--- src/rtl/ctks_pkg.sv ---
// Package for the C-like token splitter: payload structs, scan modes,
// token kind codes and character classes. Depends on nothing.
package ctks_pkg;

    // One input request: a source byte and the end-of-text flag.
    typedef struct packed {
        logic [7:0] char_code;
        logic       end_of_text;
    } char_item_t;

    // One result request: a token with its position and length.
    typedef struct packed {
        logic [5:0]  token_kind;
        logic [15:0] start_line;
        logic [15:0] start_column;
        logic [15:0] token_length;
        logic        last_of_run;
    } token_item_t;

    // Scanner modes.
    typedef enum logic [3:0] {
        MODE_IDLE,
        MODE_IDENT,
        MODE_INT,
        MODE_FRAC,
        MODE_STR,
        MODE_STR_ESC,
        MODE_CHR_OPEN,
        MODE_CHR_ESC,
        MODE_CHR_CLOSE,
        MODE_DIR,
        MODE_LINE_CMT,
        MODE_BLOCK,
        MODE_BLOCK_STAR,
        MODE_OP
    } scan_mode_t;

    // Control part of the scanner state: mode and pending operator bytes.
    typedef struct packed {
        scan_mode_t mode;
        logic [7:0] op_first;
        logic       op_double;
    } scan_ctl_t;

    typedef logic [5:0] kind_t;

    localparam kind_t KIND_IDENT     = 6'd0;
    localparam kind_t KIND_INT       = 6'd1;
    localparam kind_t KIND_FLOAT     = 6'd2;
    localparam kind_t KIND_STRING    = 6'd3;
    localparam kind_t KIND_CHAR      = 6'd4;
    localparam kind_t KIND_DIRECTIVE = 6'd5;
    localparam kind_t KIND_ERROR     = 6'd6;
    localparam kind_t KIND_END       = 6'd7;
    localparam kind_t KIND_INC       = 6'd8;
    localparam kind_t KIND_ADD_EQ    = 6'd9;
    localparam kind_t KIND_ADD       = 6'd10;
    localparam kind_t KIND_DEC       = 6'd11;
    localparam kind_t KIND_SUB_EQ    = 6'd12;
    localparam kind_t KIND_ARROW     = 6'd13;
    localparam kind_t KIND_SUB       = 6'd14;
    localparam kind_t KIND_EQ_EQ     = 6'd15;
    localparam kind_t KIND_ASSIGN    = 6'd16;
    localparam kind_t KIND_NOT_EQ    = 6'd17;
    localparam kind_t KIND_NOT       = 6'd18;
    localparam kind_t KIND_LE        = 6'd19;
    localparam kind_t KIND_SHL_EQ    = 6'd20;
    localparam kind_t KIND_SHL       = 6'd21;
    localparam kind_t KIND_LT        = 6'd22;
    localparam kind_t KIND_GE        = 6'd23;
    localparam kind_t KIND_SHR_EQ    = 6'd24;
    localparam kind_t KIND_SHR       = 6'd25;
    localparam kind_t KIND_GT        = 6'd26;
    localparam kind_t KIND_LAND      = 6'd27;
    localparam kind_t KIND_AND_EQ    = 6'd28;
    localparam kind_t KIND_AND       = 6'd29;
    localparam kind_t KIND_LOR       = 6'd30;
    localparam kind_t KIND_OR_EQ     = 6'd31;
    localparam kind_t KIND_OR        = 6'd32;
    localparam kind_t KIND_XOR_EQ    = 6'd33;
    localparam kind_t KIND_XOR       = 6'd34;
    localparam kind_t KIND_TILDE     = 6'd35;
    localparam kind_t KIND_MUL_EQ    = 6'd36;
    localparam kind_t KIND_MUL       = 6'd37;
    localparam kind_t KIND_DIV_EQ    = 6'd38;
    localparam kind_t KIND_DIV       = 6'd39;
    localparam kind_t KIND_MOD_EQ    = 6'd40;
    localparam kind_t KIND_MOD       = 6'd41;
    localparam kind_t KIND_QUEST     = 6'd42;
    localparam kind_t KIND_SCOPE     = 6'd43;
    localparam kind_t KIND_COLON     = 6'd44;
    localparam kind_t KIND_SEMI      = 6'd45;
    localparam kind_t KIND_COMMA     = 6'd46;
    localparam kind_t KIND_DOT       = 6'd47;
    localparam kind_t KIND_LPAREN    = 6'd48;
    localparam kind_t KIND_RPAREN    = 6'd49;
    localparam kind_t KIND_LBRACE    = 6'd50;
    localparam kind_t KIND_RBRACE    = 6'd51;
    localparam kind_t KIND_LBRACKET  = 6'd52;
    localparam kind_t KIND_RBRACKET  = 6'd53;

    // White space: space, tab, newline, vertical tab, form feed, return.
    function automatic logic is_space(input logic [7:0] c);
        return c inside {8'd32, [8'd9:8'd13]};
    endfunction

    function automatic logic is_digit(input logic [7:0] c);
        return c inside {["0":"9"]};
    endfunction

    // Bytes that may open an identifier.
    function automatic logic is_ident_start(input logic [7:0] c);
        return c inside {["a":"z"], ["A":"Z"], "_"};
    endfunction

    function automatic logic is_word(input logic [7:0] c);
        return c inside {["a":"z"], ["A":"Z"], ["0":"9"], "_"};
    endfunction

    // Operator bytes that may be followed by a second operator byte.
    function automatic logic can_extend(input logic [7:0] c);
        return c inside {"+", "-", "=", "!", "<", ">", "&", "|", "^", "*", "/", "%", ":"};
    endfunction

    // Kind of a lone operator byte; error kind when the byte is none.
    function automatic kind_t single_kind(input logic [7:0] c);
        kind_t k;
        case (c)
            "+":     k = KIND_ADD;
            "-":     k = KIND_SUB;
            "=":     k = KIND_ASSIGN;
            "!":     k = KIND_NOT;
            "<":     k = KIND_LT;
            ">":     k = KIND_GT;
            "&":     k = KIND_AND;
            "|":     k = KIND_OR;
            "^":     k = KIND_XOR;
            "~":     k = KIND_TILDE;
            "*":     k = KIND_MUL;
            "/":     k = KIND_DIV;
            "%":     k = KIND_MOD;
            "?":     k = KIND_QUEST;
            ":":     k = KIND_COLON;
            ";":     k = KIND_SEMI;
            ",":     k = KIND_COMMA;
            ".":     k = KIND_DOT;
            "(":     k = KIND_LPAREN;
            ")":     k = KIND_RPAREN;
            "{":     k = KIND_LBRACE;
            "}":     k = KIND_RBRACE;
            "[":     k = KIND_LBRACKET;
            "]":     k = KIND_RBRACKET;
            default: k = KIND_ERROR;
        endcase
        return k;
    endfunction

    // Kind of a two-byte operator; error kind when the pair is none.
    function automatic kind_t pair_kind(input logic [7:0] p, input logic [7:0] c);
        kind_t k;
        k = KIND_ERROR;
        if (c == "=")
        begin
            case (p)
                "+":     k = KIND_ADD_EQ;
                "-":     k = KIND_SUB_EQ;
                "=":     k = KIND_EQ_EQ;
                "!":     k = KIND_NOT_EQ;
                "<":     k = KIND_LE;
                ">":     k = KIND_GE;
                "&":     k = KIND_AND_EQ;
                "|":     k = KIND_OR_EQ;
                "^":     k = KIND_XOR_EQ;
                "*":     k = KIND_MUL_EQ;
                "/":     k = KIND_DIV_EQ;
                "%":     k = KIND_MOD_EQ;
                default: k = KIND_ERROR;
            endcase
        end
        else if (p == "+" && c == "+")
            k = KIND_INC;
        else if (p == "-" && c == "-")
            k = KIND_DEC;
        else if (p == "-" && c == ">")
            k = KIND_ARROW;
        else if (p == "&" && c == "&")
            k = KIND_LAND;
        else if (p == "|" && c == "|")
            k = KIND_LOR;
        else if (p == ":" && c == ":")
            k = KIND_SCOPE;
        return k;
    endfunction

endpackage

--- src/rtl/c_like_token_splitter_unit.sv ---
// Top level of the C-like token splitter: input register, scan step and a
// small result queue. Depends on ctks_pkg and ctks_scan_step.
//
// The block scans one source byte per cycle while it is not stalled. A byte
// is taken into an input register, and once the queue has room the scan step
// updates the mode, position and length registers and writes the zero, one or
// two tokens that the byte causes into a four-entry result queue, from whose
// head a token is offered on the output. The queue drains one token per cycle
// while the output is not stalled; the input register moves on only while
// the queue holds at most two tokens, so bytes that each close one token
// stream at one per cycle, and bytes that give two tokens are bounded by the
// one-token-per-cycle output. Line, column and length counters are
// COUNTER_BITS wide and saturate; reported fields are their low 16 bits.
module c_like_token_splitter_unit #(
    parameter int COUNTER_BITS = 16
) (
    input  logic                  clk,
    input  logic                  rst_n,
    input  logic                  char_valid,
    output logic                  char_stall,
    input  ctks_pkg::char_item_t  char_item,
    output logic                  token_valid,
    input  logic                  token_stall,
    output ctks_pkg::token_item_t token_item
);
    import ctks_pkg::*;

    localparam int QueueDepth = 4;
    localparam int PtrBits    = $clog2(QueueDepth);
    localparam logic [PtrBits:0] QueueRoom = (PtrBits + 1)'(QueueDepth - 2);
    localparam logic [COUNTER_BITS-1:0] CountOne = COUNTER_BITS'(1);

    // Input register.
    logic       in_valid_reg;
    char_item_t in_item_reg;
    logic       char_accept;
    logic       step_go;

    // Scanner state.
    scan_ctl_t               ctl_reg;
    scan_ctl_t               ctl_next;
    logic [COUNTER_BITS-1:0] line_reg;
    logic [COUNTER_BITS-1:0] line_next;
    logic [COUNTER_BITS-1:0] col_reg;
    logic [COUNTER_BITS-1:0] col_next;
    logic [COUNTER_BITS-1:0] tline_reg;
    logic [COUNTER_BITS-1:0] tline_next;
    logic [COUNTER_BITS-1:0] tcol_reg;
    logic [COUNTER_BITS-1:0] tcol_next;
    logic [COUNTER_BITS-1:0] tcount_reg;
    logic [COUNTER_BITS-1:0] tcount_next;

    // Tokens from the scan step.
    token_item_t tok_first;
    token_item_t tok_second;
    logic [1:0]  tok_num;

    // Result queue.
    token_item_t        queue_reg [QueueDepth];
    logic [PtrBits-1:0] head_reg;
    logic [PtrBits-1:0] tail_reg;
    logic [PtrBits:0]   count_reg;
    logic [PtrBits-1:0] tail_plus_one;
    logic [1:0]         push_num;
    logic               pop;

    // The step runs when the queue has room for two more tokens.
    assign step_go     = in_valid_reg && (count_reg <= QueueRoom);
    assign char_stall  = in_valid_reg && !step_go;
    assign char_accept = char_valid && !char_stall;

    always_ff @(posedge clk or negedge rst_n)
    begin
        if (!rst_n)
            in_valid_reg <= 1'b0;
        else if (char_accept)
            in_valid_reg <= 1'b1;
        else if (step_go)
            in_valid_reg <= 1'b0;
    end

    always_ff @(posedge clk)
    begin
        if (char_accept)
            in_item_reg <= char_item;
    end

    ctks_scan_step #(
        .COUNTER_BITS (COUNTER_BITS)
    ) u_step (
        .item           (in_item_reg),
        .ctl            (ctl_reg),
        .cur_line       (line_reg),
        .cur_col        (col_reg),
        .tok_line       (tline_reg),
        .tok_col        (tcol_reg),
        .tok_count      (tcount_reg),
        .ctl_next       (ctl_next),
        .cur_line_next  (line_next),
        .cur_col_next   (col_next),
        .tok_line_next  (tline_next),
        .tok_col_next   (tcol_next),
        .tok_count_next (tcount_next),
        .tok_first      (tok_first),
        .tok_second     (tok_second),
        .tok_num        (tok_num)
    );

    // Scanner state registers.
    always_ff @(posedge clk or negedge rst_n)
    begin
        if (!rst_n)
        begin
            ctl_reg.mode      <= MODE_IDLE;
            ctl_reg.op_first  <= 8'd0;
            ctl_reg.op_double <= 1'b0;
            line_reg          <= CountOne;
            col_reg           <= CountOne;
            tline_reg         <= CountOne;
            tcol_reg          <= CountOne;
            tcount_reg        <= '0;
        end
        else if (step_go)
        begin
            ctl_reg    <= ctl_next;
            line_reg   <= line_next;
            col_reg    <= col_next;
            tline_reg  <= tline_next;
            tcol_reg   <= tcol_next;
            tcount_reg <= tcount_next;
        end
    end

    // Result queue: up to two writes at the tail, one read at the head.
    assign push_num      = step_go ? tok_num : 2'd0;
    assign pop           = token_valid && !token_stall;
    assign tail_plus_one = tail_reg + PtrBits'(1);

    always_ff @(posedge clk)
    begin
        if (push_num != 2'd0)
            queue_reg[tail_reg] <= tok_first;
        if (push_num == 2'd2)
            queue_reg[tail_plus_one] <= tok_second;
    end

    always_ff @(posedge clk or negedge rst_n)
    begin
        if (!rst_n)
        begin
            head_reg  <= '0;
            tail_reg  <= '0;
            count_reg <= '0;
        end
        else
        begin
            tail_reg  <= tail_reg + PtrBits'(push_num);
            head_reg  <= head_reg + PtrBits'(pop);
            count_reg <= count_reg + (PtrBits + 1)'(push_num) - (PtrBits + 1)'(pop);
        end
    end

    assign token_valid = (count_reg != '0);
    assign token_item  = queue_reg[head_reg];

endmodule

--- src/rtl/ctks_scan_step.sv ---
// Combinational scan step: one source byte against the scanner state gives
// the next state and up to two tokens. Depends on ctks_pkg.
module ctks_scan_step #(
    parameter int COUNTER_BITS = 16
) (
    input  ctks_pkg::char_item_t  item,
    input  ctks_pkg::scan_ctl_t   ctl,
    input  logic [COUNTER_BITS-1:0] cur_line,
    input  logic [COUNTER_BITS-1:0] cur_col,
    input  logic [COUNTER_BITS-1:0] tok_line,
    input  logic [COUNTER_BITS-1:0] tok_col,
    input  logic [COUNTER_BITS-1:0] tok_count,
    output ctks_pkg::scan_ctl_t   ctl_next,
    output logic [COUNTER_BITS-1:0] cur_line_next,
    output logic [COUNTER_BITS-1:0] cur_col_next,
    output logic [COUNTER_BITS-1:0] tok_line_next,
    output logic [COUNTER_BITS-1:0] tok_col_next,
    output logic [COUNTER_BITS-1:0] tok_count_next,
    output ctks_pkg::token_item_t tok_first,
    output ctks_pkg::token_item_t tok_second,
    output logic [1:0]            tok_num
);
    import ctks_pkg::*;

    localparam logic [COUNTER_BITS-1:0] CountOne = COUNTER_BITS'(1);

    // Saturating increment of a position or length counter.
    function automatic logic [COUNTER_BITS-1:0] sat_inc(input logic [COUNTER_BITS-1:0] v);
        return (v == {COUNTER_BITS{1'b1}}) ? v : v + CountOne;
    endfunction

    logic [7:0]              c;
    logic [COUNTER_BITS-1:0] count_inc;
    logic                    a_valid;
    kind_t                   a_kind;
    logic [COUNTER_BITS-1:0] a_len;
    logic                    b_valid;
    kind_t                   b_kind;
    logic                    b_end;
    logic                    do_idle;
    token_item_t             a_tok;
    token_item_t             b_tok;

    assign c         = item.char_code;
    assign count_inc = sat_inc(tok_count);

    // Next state and the pending token (A) and a new one-byte token (B).
    always_comb
    begin
        ctl_next       = ctl;
        cur_line_next  = cur_line;
        cur_col_next   = cur_col;
        tok_line_next  = tok_line;
        tok_col_next   = tok_col;
        tok_count_next = tok_count;
        a_valid        = 1'b0;
        a_kind         = KIND_ERROR;
        a_len          = tok_count;
        b_valid        = 1'b0;
        b_kind         = KIND_ERROR;
        b_end          = 1'b0;
        do_idle        = 1'b0;

        if (item.end_of_text)
        begin
            // Flush the pending token, then give the end token.
            a_valid = 1'b1;
            case (ctl.mode)
                MODE_IDENT:     a_kind = KIND_IDENT;
                MODE_INT:       a_kind = KIND_INT;
                MODE_FRAC:      a_kind = KIND_FLOAT;
                MODE_STR, MODE_STR_ESC, MODE_CHR_OPEN, MODE_CHR_ESC, MODE_CHR_CLOSE:
                    a_kind = KIND_ERROR;
                MODE_DIR:       a_kind = KIND_DIRECTIVE;
                MODE_OP:
                begin
                    if (ctl.op_double)
                        a_kind = (ctl.op_first == "<") ? KIND_SHL : KIND_SHR;
                    else
                        a_kind = single_kind(ctl.op_first);
                end
                default:        a_valid = 1'b0;
            endcase
            b_valid = 1'b1;
            b_kind  = KIND_END;
            b_end   = 1'b1;

            // Back to the reset state.
            ctl_next.mode      = MODE_IDLE;
            ctl_next.op_first  = 8'd0;
            ctl_next.op_double = 1'b0;
            cur_line_next      = CountOne;
            cur_col_next       = CountOne;
            tok_line_next      = CountOne;
            tok_col_next       = CountOne;
            tok_count_next     = '0;
        end
        else
        begin
            // Extend or close the token in progress.
            case (ctl.mode)
                MODE_IDENT:
                begin
                    if (is_word(c))
                        tok_count_next = count_inc;
                    else
                    begin
                        a_valid = 1'b1;
                        a_kind  = KIND_IDENT;
                        do_idle = 1'b1;
                    end
                end
                MODE_INT:
                begin
                    if (is_digit(c) || c == ".")
                    begin
                        tok_count_next = count_inc;
                        if (c == ".")
                            ctl_next.mode = MODE_FRAC;
                    end
                    else
                    begin
                        a_valid = 1'b1;
                        a_kind  = KIND_INT;
                        do_idle = 1'b1;
                    end
                end
                MODE_FRAC:
                begin
                    if (is_digit(c))
                        tok_count_next = count_inc;
                    else
                    begin
                        a_valid = 1'b1;
                        a_kind  = KIND_FLOAT;
                        do_idle = 1'b1;
                    end
                end
                MODE_STR:
                begin
                    tok_count_next = count_inc;
                    if (c == "\\")
                        ctl_next.mode = MODE_STR_ESC;
                    else if (c == "\"")
                    begin
                        a_valid = 1'b1;
                        a_kind  = KIND_STRING;
                        a_len   = count_inc;
                    end
                end
                MODE_STR_ESC:
                begin
                    tok_count_next = count_inc;
                    ctl_next.mode  = MODE_STR;
                end
                MODE_CHR_OPEN:
                begin
                    tok_count_next = count_inc;
                    ctl_next.mode  = (c == "\\") ? MODE_CHR_ESC : MODE_CHR_CLOSE;
                end
                MODE_CHR_ESC:
                begin
                    tok_count_next = count_inc;
                    ctl_next.mode  = MODE_CHR_CLOSE;
                end
                MODE_CHR_CLOSE:
                begin
                    a_valid = 1'b1;
                    if (c == "'")
                    begin
                        tok_count_next = count_inc;
                        a_kind         = KIND_CHAR;
                        a_len          = count_inc;
                    end
                    else
                    begin
                        a_kind  = KIND_ERROR;
                        do_idle = 1'b1;
                    end
                end
                MODE_DIR:
                begin
                    if (c == "\n")
                    begin
                        a_valid = 1'b1;
                        a_kind  = KIND_DIRECTIVE;
                    end
                    else
                        tok_count_next = count_inc;
                end
                MODE_LINE_CMT:
                begin
                    if (c == "\n")
                        ctl_next.mode = MODE_IDLE;
                end
                MODE_BLOCK:
                begin
                    if (c == "*")
                        ctl_next.mode = MODE_BLOCK_STAR;
                end
                MODE_BLOCK_STAR:
                begin
                    if (c == "/")
                        ctl_next.mode = MODE_IDLE;
                    else if (c != "*")
                        ctl_next.mode = MODE_BLOCK;
                end
                MODE_OP:
                begin
                    if (ctl.op_double)
                    begin
                        // A shift pair is pending: only '=' extends it.
                        a_valid = 1'b1;
                        if (c == "=")
                        begin
                            tok_count_next = count_inc;
                            a_len          = count_inc;
                            a_kind = (ctl.op_first == "<") ? KIND_SHL_EQ : KIND_SHR_EQ;
                        end
                        else
                        begin
                            a_kind  = (ctl.op_first == "<") ? KIND_SHL : KIND_SHR;
                            do_idle = 1'b1;
                        end
                    end
                    else if (ctl.op_first == "/" && c == "/")
                    begin
                        ctl_next.mode     = MODE_LINE_CMT;
                        ctl_next.op_first = 8'd0;
                    end
                    else if (ctl.op_first == "/" && c == "*")
                    begin
                        ctl_next.mode     = MODE_BLOCK;
                        ctl_next.op_first = 8'd0;
                    end
                    else if ((ctl.op_first == "<" || ctl.op_first == ">") && c == ctl.op_first)
                    begin
                        ctl_next.op_double = 1'b1;
                        tok_count_next     = count_inc;
                    end
                    else if (pair_kind(ctl.op_first, c) != KIND_ERROR)
                    begin
                        a_valid        = 1'b1;
                        a_kind         = pair_kind(ctl.op_first, c);
                        tok_count_next = count_inc;
                        a_len          = count_inc;
                    end
                    else
                    begin
                        a_valid = 1'b1;
                        a_kind  = single_kind(ctl.op_first);
                        do_idle = 1'b1;
                    end
                end
                default:
                begin
                    ctl_next.mode = MODE_IDLE;
                    do_idle       = 1'b1;
                end
            endcase

            // Closing the pending token returns the scanner to idle.
            if (a_valid)
            begin
                ctl_next.mode      = MODE_IDLE;
                ctl_next.op_first  = 8'd0;
                ctl_next.op_double = 1'b0;
            end

            // Handle the byte as the start of new text.
            if (do_idle && !is_space(c))
            begin
                if (is_ident_start(c) || is_digit(c) || c == "\"" || c == "'" || c == "#"
                    || can_extend(c))
                begin
                    tok_line_next  = cur_line;
                    tok_col_next   = cur_col;
                    tok_count_next = CountOne;
                    if (is_ident_start(c))
                        ctl_next.mode = MODE_IDENT;
                    else if (is_digit(c))
                        ctl_next.mode = MODE_INT;
                    else if (c == "\"")
                        ctl_next.mode = MODE_STR;
                    else if (c == "'")
                        ctl_next.mode = MODE_CHR_OPEN;
                    else if (c == "#")
                        ctl_next.mode = MODE_DIR;
                    else
                    begin
                        ctl_next.mode      = MODE_OP;
                        ctl_next.op_first  = c;
                        ctl_next.op_double = 1'b0;
                    end
                end
                else
                begin
                    b_valid = 1'b1;
                    b_kind  = single_kind(c);
                end
            end

            // Advance the source position.
            if (c == "\n")
            begin
                cur_line_next = sat_inc(cur_line);
                cur_col_next  = CountOne;
            end
            else
                cur_col_next = sat_inc(cur_col);
        end
    end

    // Assemble the tokens in order; the pending one comes first.
    always_comb
    begin
        a_tok.token_kind   = a_kind;
        a_tok.start_line   = 16'(tok_line);
        a_tok.start_column = 16'(tok_col);
        a_tok.token_length = 16'(a_len);
        a_tok.last_of_run  = !b_valid;

        b_tok.token_kind   = b_kind;
        b_tok.start_line   = 16'(cur_line);
        b_tok.start_column = 16'(cur_col);
        b_tok.token_length = b_end ? 16'd0 : 16'd1;
        b_tok.last_of_run  = 1'b1;

        tok_first  = a_valid ? a_tok : b_tok;
        tok_second = b_tok;
        tok_num    = {1'b0, a_valid} + {1'b0, b_valid};
    end

endmodule
--- config.mk ---
export PLATFORM = sky130hd
export DESIGN_NAME = c_like_token_splitter_unit
export DESIGN_NICKNAME = d
export VERILOG_FILES = /design/src/rtl/ctks_pkg.sv /design/src/rtl/c_like_token_splitter_unit.sv /design/src/rtl/ctks_scan_step.sv
export SDC_FILE = /design/constraint.sdc
export NUM_CORES = 1
export LEC_CHECK = 0
export ABC_AREA = 1
export BUFFER_PORTS_ARGS = -buffer_cell sky130_fd_sc_hd__buf_2
export CAP_MARGIN = 10
export CORE_AREA = 2 2 211 213
export DETAILED_ROUTE_END_ITERATION = 7
export DIE_AREA = 0 0 213 215
export HOLD_SLACK_MARGIN = 0.05
export PLACE_DENSITY = 0.63
export SLEW_MARGIN = 0
export SYNTH_ARGS = -nofsm -noshare
export SYNTH_HDL_FRONTEND = slang
export SYNTH_SLANG_ARGS = --single-unit
--- constraint.sdc ---
create_clock -name clk -period 7.8 [get_ports clk]
set_input_delay 0.39 -clock clk [delete_from_list [all_inputs] [get_ports clk]]
set_output_delay 0.39 -clock clk [all_outputs]
set_load 0.005 [all_outputs]
# --- Word level (Yosys, flattened, before mapping) ---
# Memory sizes are Yosys's and may differ from the RTL's.
# Index checks and enable logic that the tools add are counted.
totals:
  ff_bits: 110
  output_inout_bits: 57
  n_memories: 1
  word_cells: 297
  ram_bits: 220
mem_list:
  columns: ["name", "words", "word_bits", "read_ports", "rd_clocked_by_memory_dff", "write_ports", "line", "source"]
  rows:
  - ["queue_reg", 4, 55, 1, 0, 2, "c_like_token_splitter_unit.sv:59", "token_item_t queue_reg [QueueDepth];"]
op_classes:
  n_reduce_logical: 47
  addsub: 9
  n_lt_le_gt_ge: 9
  mux: 140
  n_eq_ne: 77
ops:
  columns: ["op", "count"]
  rows:
  - ["$mux 16", 34]
  - ["$eq 8x6->1 const B", 38]
  - ["$pmux 6 s24", 2]
  - ["$mux 6", 25]
  - ["$eq 8x7->1 const B", 16]
  - ["$pmux 16 s7", 1]
  - ["$pmux 6 s12", 1]
  - ["$mux 13", 5]
  - ["$mux 4", 14]
  - ["$mux 55", 1]
  - ["$mux 9", 6]
  - ["$add 16x1->16 const B", 3]
  - ["$eq 16x16->1 const B", 3]
  - ["$pmux 16 s3", 1]
  - ["$pmux 6 s7", 1]
  - ["$pmux 4 s10", 1]
  - ["$mux 1", 35]
  - ["$pmux 6 s5", 1]
  - ["$eq 4x4->1 const B", 6]
  - ["$mux 12", 2]
  - ["$logic_and 1x1->1", 18]
  - ["$eq 4x3->1 const B", 4]
  - ["$ge 8x7->1 const B", 2]
  - ["$le 8x7->1 const B", 2]
  - ["35 further kinds", 60]

# --- Longest topological paths before layout ---
logic_depth:
  ltp_word: 31
  ltp_mapped: 30
  mapped_depth_nobuf: 27

# --- By module ---
# Synthesis repeated with hierarchy kept, for this count alone.
unflattened:
  hier_cells: 3136
  hier_area_um2: 23083.4
by_module_without_submodules:
  columns: ["module", "area_each_um2", "instances", "cells_per_inst"]
  rows:
  - ["c_like_token_splitter_unit", 15847.7, 1, 1728]
  - ["ctks_scan_step", 7235.7, 1, 1408]

# --- Worst setup path after synthesis ---
# Ideal clock, no wire load.
synth_timing:
  kind: "register -> register"
  start: "register in_item_reg[2] (netlist name)"
  end: "memory queue_reg[0][16] (netlist name)"
  setup_time_ps: 114
  setup_slack_ps: 3032
  t_arrival_ps: 4654
  stages_incl_launch_ff: 28
  required_time_ps: 7686
  cell_sequence: "edfxtp_1 -> inv_2 -> nand2_1 -> a21oi_1 -> and2_1 -> nand3_1 -> nand2_2 -> nand2_2 -> nand2_2 -> nand2_2 -> nor2_8 -> nand2_2 -> nand2_4 -> buf_8 -> inv_1 -> ha_1 -> inv_1 -> nor2_1 -> nor2_1 -> nor3_4 -> inv_1 -> nor2_1 -> nand2_1 -> nand2_1 -> inv_2 -> clkbuf_1 -> nand2_1 -> nand2_1"
synth_lines:
  columns: ["element", "line", "source"]
  rows:
  - ["from (decl)", "c_like_token_splitter_unit.sv:35", "char_item_t in_item_reg;"]
  - ["from (signal assigned)", "c_like_token_splitter_unit.sv:85", "in_item_reg <= char_item;"]
  - ["to (decl)", "c_like_token_splitter_unit.sv:59", null]

==> results by group <==
Run status
  • Outcome: finished, final reports clean

Placement
  • Inst Count DP: 3175
  • PortBufs: 69
  • Gpl congestion: 0.981
  • DP HPWL: between 40000 and 50000 um

Clock tree
  • Clock sinks: 330
  • CTS tree: built
  • Cts repair resizes: 0
  • Worst skew pair latency: 0.58 ns
  • Root Buffer: clkbuf_16
  • Num CTS Buffers: 38
  • Reg clk slew, reported paths: about 0.060 ns
  • Htree depth: 2
  • Longest Clk Path Bufs: 3

Timing
  • Final setup fails: 0
  • Hold Slack: roughly 0.28 ns
  • Max-slew headroom: 0.282
  • Count of pins over their slew limit: 0
  • Worst Clk Skew: 0.0489 ns
  • Fin crit share: 0.822
  • Final hold vios: 0
  • Least-Margin Pin Slew: 1.08 ns
  • Max Freq: between 150 and 200 MHz
  • Fin Setup TNS: 0 ns
  • RSZ-0062 raised after global routing: false
  • Tmin final: 6.41 ns

Route
  • Drc violations: 0
  • WL/cell: 20.4 um
  • Via count: 19121
  • Drt via density: roughly 6
  • Post-route ant nets: 0
  • WL final: 66500 um
  • Drt pass-1 iters: 6
  • Iter 0 DRT Violations: 2318

Layout
  • Diodes inserted: 0
  • Final net count: 2657
  • Layout cell share with drive strength beyond 1: 0.0893
  • Post-route insts no fill: 3256
  • Largest register FFs: 220
  • Area delta synth->final: 11.2%

Global route
  • Largest net degree at the start of global routing: 100
  • Overflow after GRT: 0
  • Routing usage on met1: 0.414
  • Vias in the first global route: 17953
  • Met2 usage: 0.449
  • Initial antenna violation count: 0
  • Top Usage Layer GRT: met2
  • Total GRT Usage: 0.289
  • First-pass GRT wire length: 103000 um
  • Routing usage on met3: 0.0488

Setup path
  • Worst-path maximum fanout: 39
  • Worst endpoint required time: 8.02 ns
  • CP Buf/Inv Count: 7
  • Slowest cell on the critical path: nor3_4
  • Startpoint Class: register
  • Crit. End Element: register
  • Crit path kind: register to register
  • Worst path cell trace: nor2_4, nand3_4, nor3_1, nand2_1, nand2_2, inv_2, nor3_1, nand3_1, clkinv_1, nand2_2, nand2_1, o21ai_0, ha_1, inv_1, nor2_1, nor2_1, nor3_4, inv_1, buf_4, nor2_1, nand2_1, buf_4, nand2_2, buf_4
  • CP top delay family: simple AND/OR/NAND/NOR gates
  • CP peak stage delay: ~0.7 ns
  • CP Data Arrival Time: 6.64 ns

Hold path
  • Min-delay worst type: primary input to register

Synth
  • Mapped Area: 0.0194 mm2
  • Ys flop type: edfxtp_1
  • Seq cells post-synth: 330
  • Yosys warning total: 0
  • Cell variety after synth: 53
  • Post-Syn Nets: 2633
  • Gate count of the mapped netlist: about 2600
  • Seq/Total Area, Yosys: 0.451
  • EDFF count, synth: roughly 170
  • Async set-reset flop share out of synthesis: 0.306
  • Post-Syn Area per Cell: 7.44 um2

Floorplanning
  • Die footprint: 0.0458 mm2
  • Die X: around 210 um
  • Num ports: 70
  • Core area: 0.0436 mm2
  • Starting density of the core: 0.445
  • Cell row count: 77
  • Die height: about 220 um

Power
  • Leakage: 9.10 nW
  • PD cells: approximately 400 mW/mm2
  • Peak VDD IR: 226 uV

Job
  • Max Cap Viol: 0
[worst paths after layout]
check                           startpoint                to  slack, ns  depth (start not counted)
max                         in_item_reg[7]  queue_reg[0][22]       1.39                         24
min in group asynchronous            rst_n        ctl_reg[2]       0.46                          2
min                            token_stall       head_reg[0]       0.28                          3
max reg2reg                 in_item_reg[7]  queue_reg[0][22]       1.39                         24
min reg2reg                queue_reg[2][8]   queue_reg[2][8]       0.45                          2
max in group asynchronous            rst_n     tline_reg[14]       6.03                          3
[worst reg2reg max path, cell delays in order (launching register included)]
cell      delay, ns
edfxtp_1       0.46
nor2_4         0.21
nand3_4        0.17
nor3_1         0.35
nand2_1        0.25
nand2_2        0.28
inv_2          0.17
nor3_1         0.17
nand3_1        0.10
clkinv_1       0.06
nand2_2        0.09
nand2_1        0.23
o21ai_0        0.13
ha_1           0.33
inv_1          0.06
nor2_1         0.21
nor2_1         0.15
nor3_4         0.68
inv_1          0.10
buf_4          0.33
nor2_1         0.24
nand2_1        0.07
buf_4          0.28
nand2_2        0.48
buf_4          0.45
[cells in the final DEF (no fill, tap or decap), types with 18 or more instances in the layout]
| cell | Yosys | final |
|---|---|---|
| dfrtp_1 | 97 | 95 |
| nand3_1 | 145 | 145 |
| a21oi_1 | 100 | 99 |
| o21ai_0 | 209 | 209 |
| inv_1 | 230 | 228 |
| o21ai_1 | 39 | 39 |
| edfxtp_1 | 165 | 165 |
| nor2_1 | 329 | 328 |
| dfxtp_1 | 64 | 64 |
| buf_2 | 17 | 68 |
| nor3_1 | 35 | 35 |
| nand4_1 | 22 | 22 |
| nand2_2 | 15 | 18 |
| clkbuf_16 | 0 | 39 |
| nand2_1 | 622 | 619 |
| buf_4 | 11 | 37 |
| o22ai_1 | 237 | 237 |
[timing repair]
| item | CTS | global route |
|---|---|---|
| hold buffers | 11 | 0 |
| buffers inserted | 0 | 0 |
| hold endpoints to repair | 60 | 0 |
[per-layer routing]
metal	share of wire	vias to the layer above
met5	0	-
met4	0.025	0
met3	0.091	138
met2	0.45	916
met1	0.43	9067
li1	-	9000
[cells by family (layout without fill, tap and decap cells)]
family,count (synthesis),in the layout,synth area share
flops,330,330,0.451
buf+inv,386,440,0.0790
simple gates,1217,1217,0.263
xor+xnor,14,14,0.00631
compound gates,653,653,0.194
fa+ha+maj,10,10,0.00683
[where the power goes]
part           switching, mW  total [mW]  internal (mW)
Sequential             0.247        2.65           2.40
Clock                  0.758        1.80           1.05
Combinational           2.95        4.09           1.14
Total                   3.95        8.54           4.59
[cell usage after synthesis (7+ instances only)]
master / count / area, um2
o21ai_0: 209 / 1050
nand2_2: 15 / 93.8
inv_1: 230 / 863
xor2_1: 12 / 105
a221oi_1: 10 / 87.6
nor2_2: 11 / 68.8
a31oi_1: 7 / 43.8
clkbuf_1: 98 / 368
nor4_1: 13 / 81.3
a22oi_1: 10 / 75.1
inv_2: 11 / 41.3
nand3_1: 145 / 726
clkinv_1: 13 / 48.8
buf_2: 17 / 85.1
edfxtp_1: 165 / 4950
nand2_1: 622 / 2330
a21oi_1: 100 / 500
dfrtp_1: 97 / 2430
nor3_1: 35 / 175
o211ai_1: 16 / 120
buf_4: 11 / 82.6
nor2_4: 7 / 78.8
o22ai_1: 237 / 1480
o21ai_1: 39 / 195
nor2_1: 329 / 1230
ha_1: 9 / 113
dfxtp_1: 64 / 1280
nand4_1: 22 / 138
[final cells by class]
cell class | instances | area [um2]
inverter | 254 | 953
tap | 592 | 741
sequential | 330 | 8770
clock inverter | 8 | 71.3
fill | 4331 | 22000
clock buffer | 62 | 1180
timing repair buffer | 116 | 728
multi-input combinational | 1894 | 9140
[through the flow]
stage / area (um2) / total power [mW] / utilization / setup slack (ns)
2_1_floorplan: 19400 / 5.31 / - / 3.03
3_3_place_gp: 20200 / 6.64 / 0.463 / 1.61
3_5_place_dp: 20200 / 6.71 / 0.463 / 1.48
4_1_cts: 21600 / 8.52 / 0.495 / 1.45
5_1_grt: 21600 / 9.10 / 0.495 / 0.782
6_report: 21600 / 8.54 / 0.495 / 1.39
(Power assumes the default switching activity.)
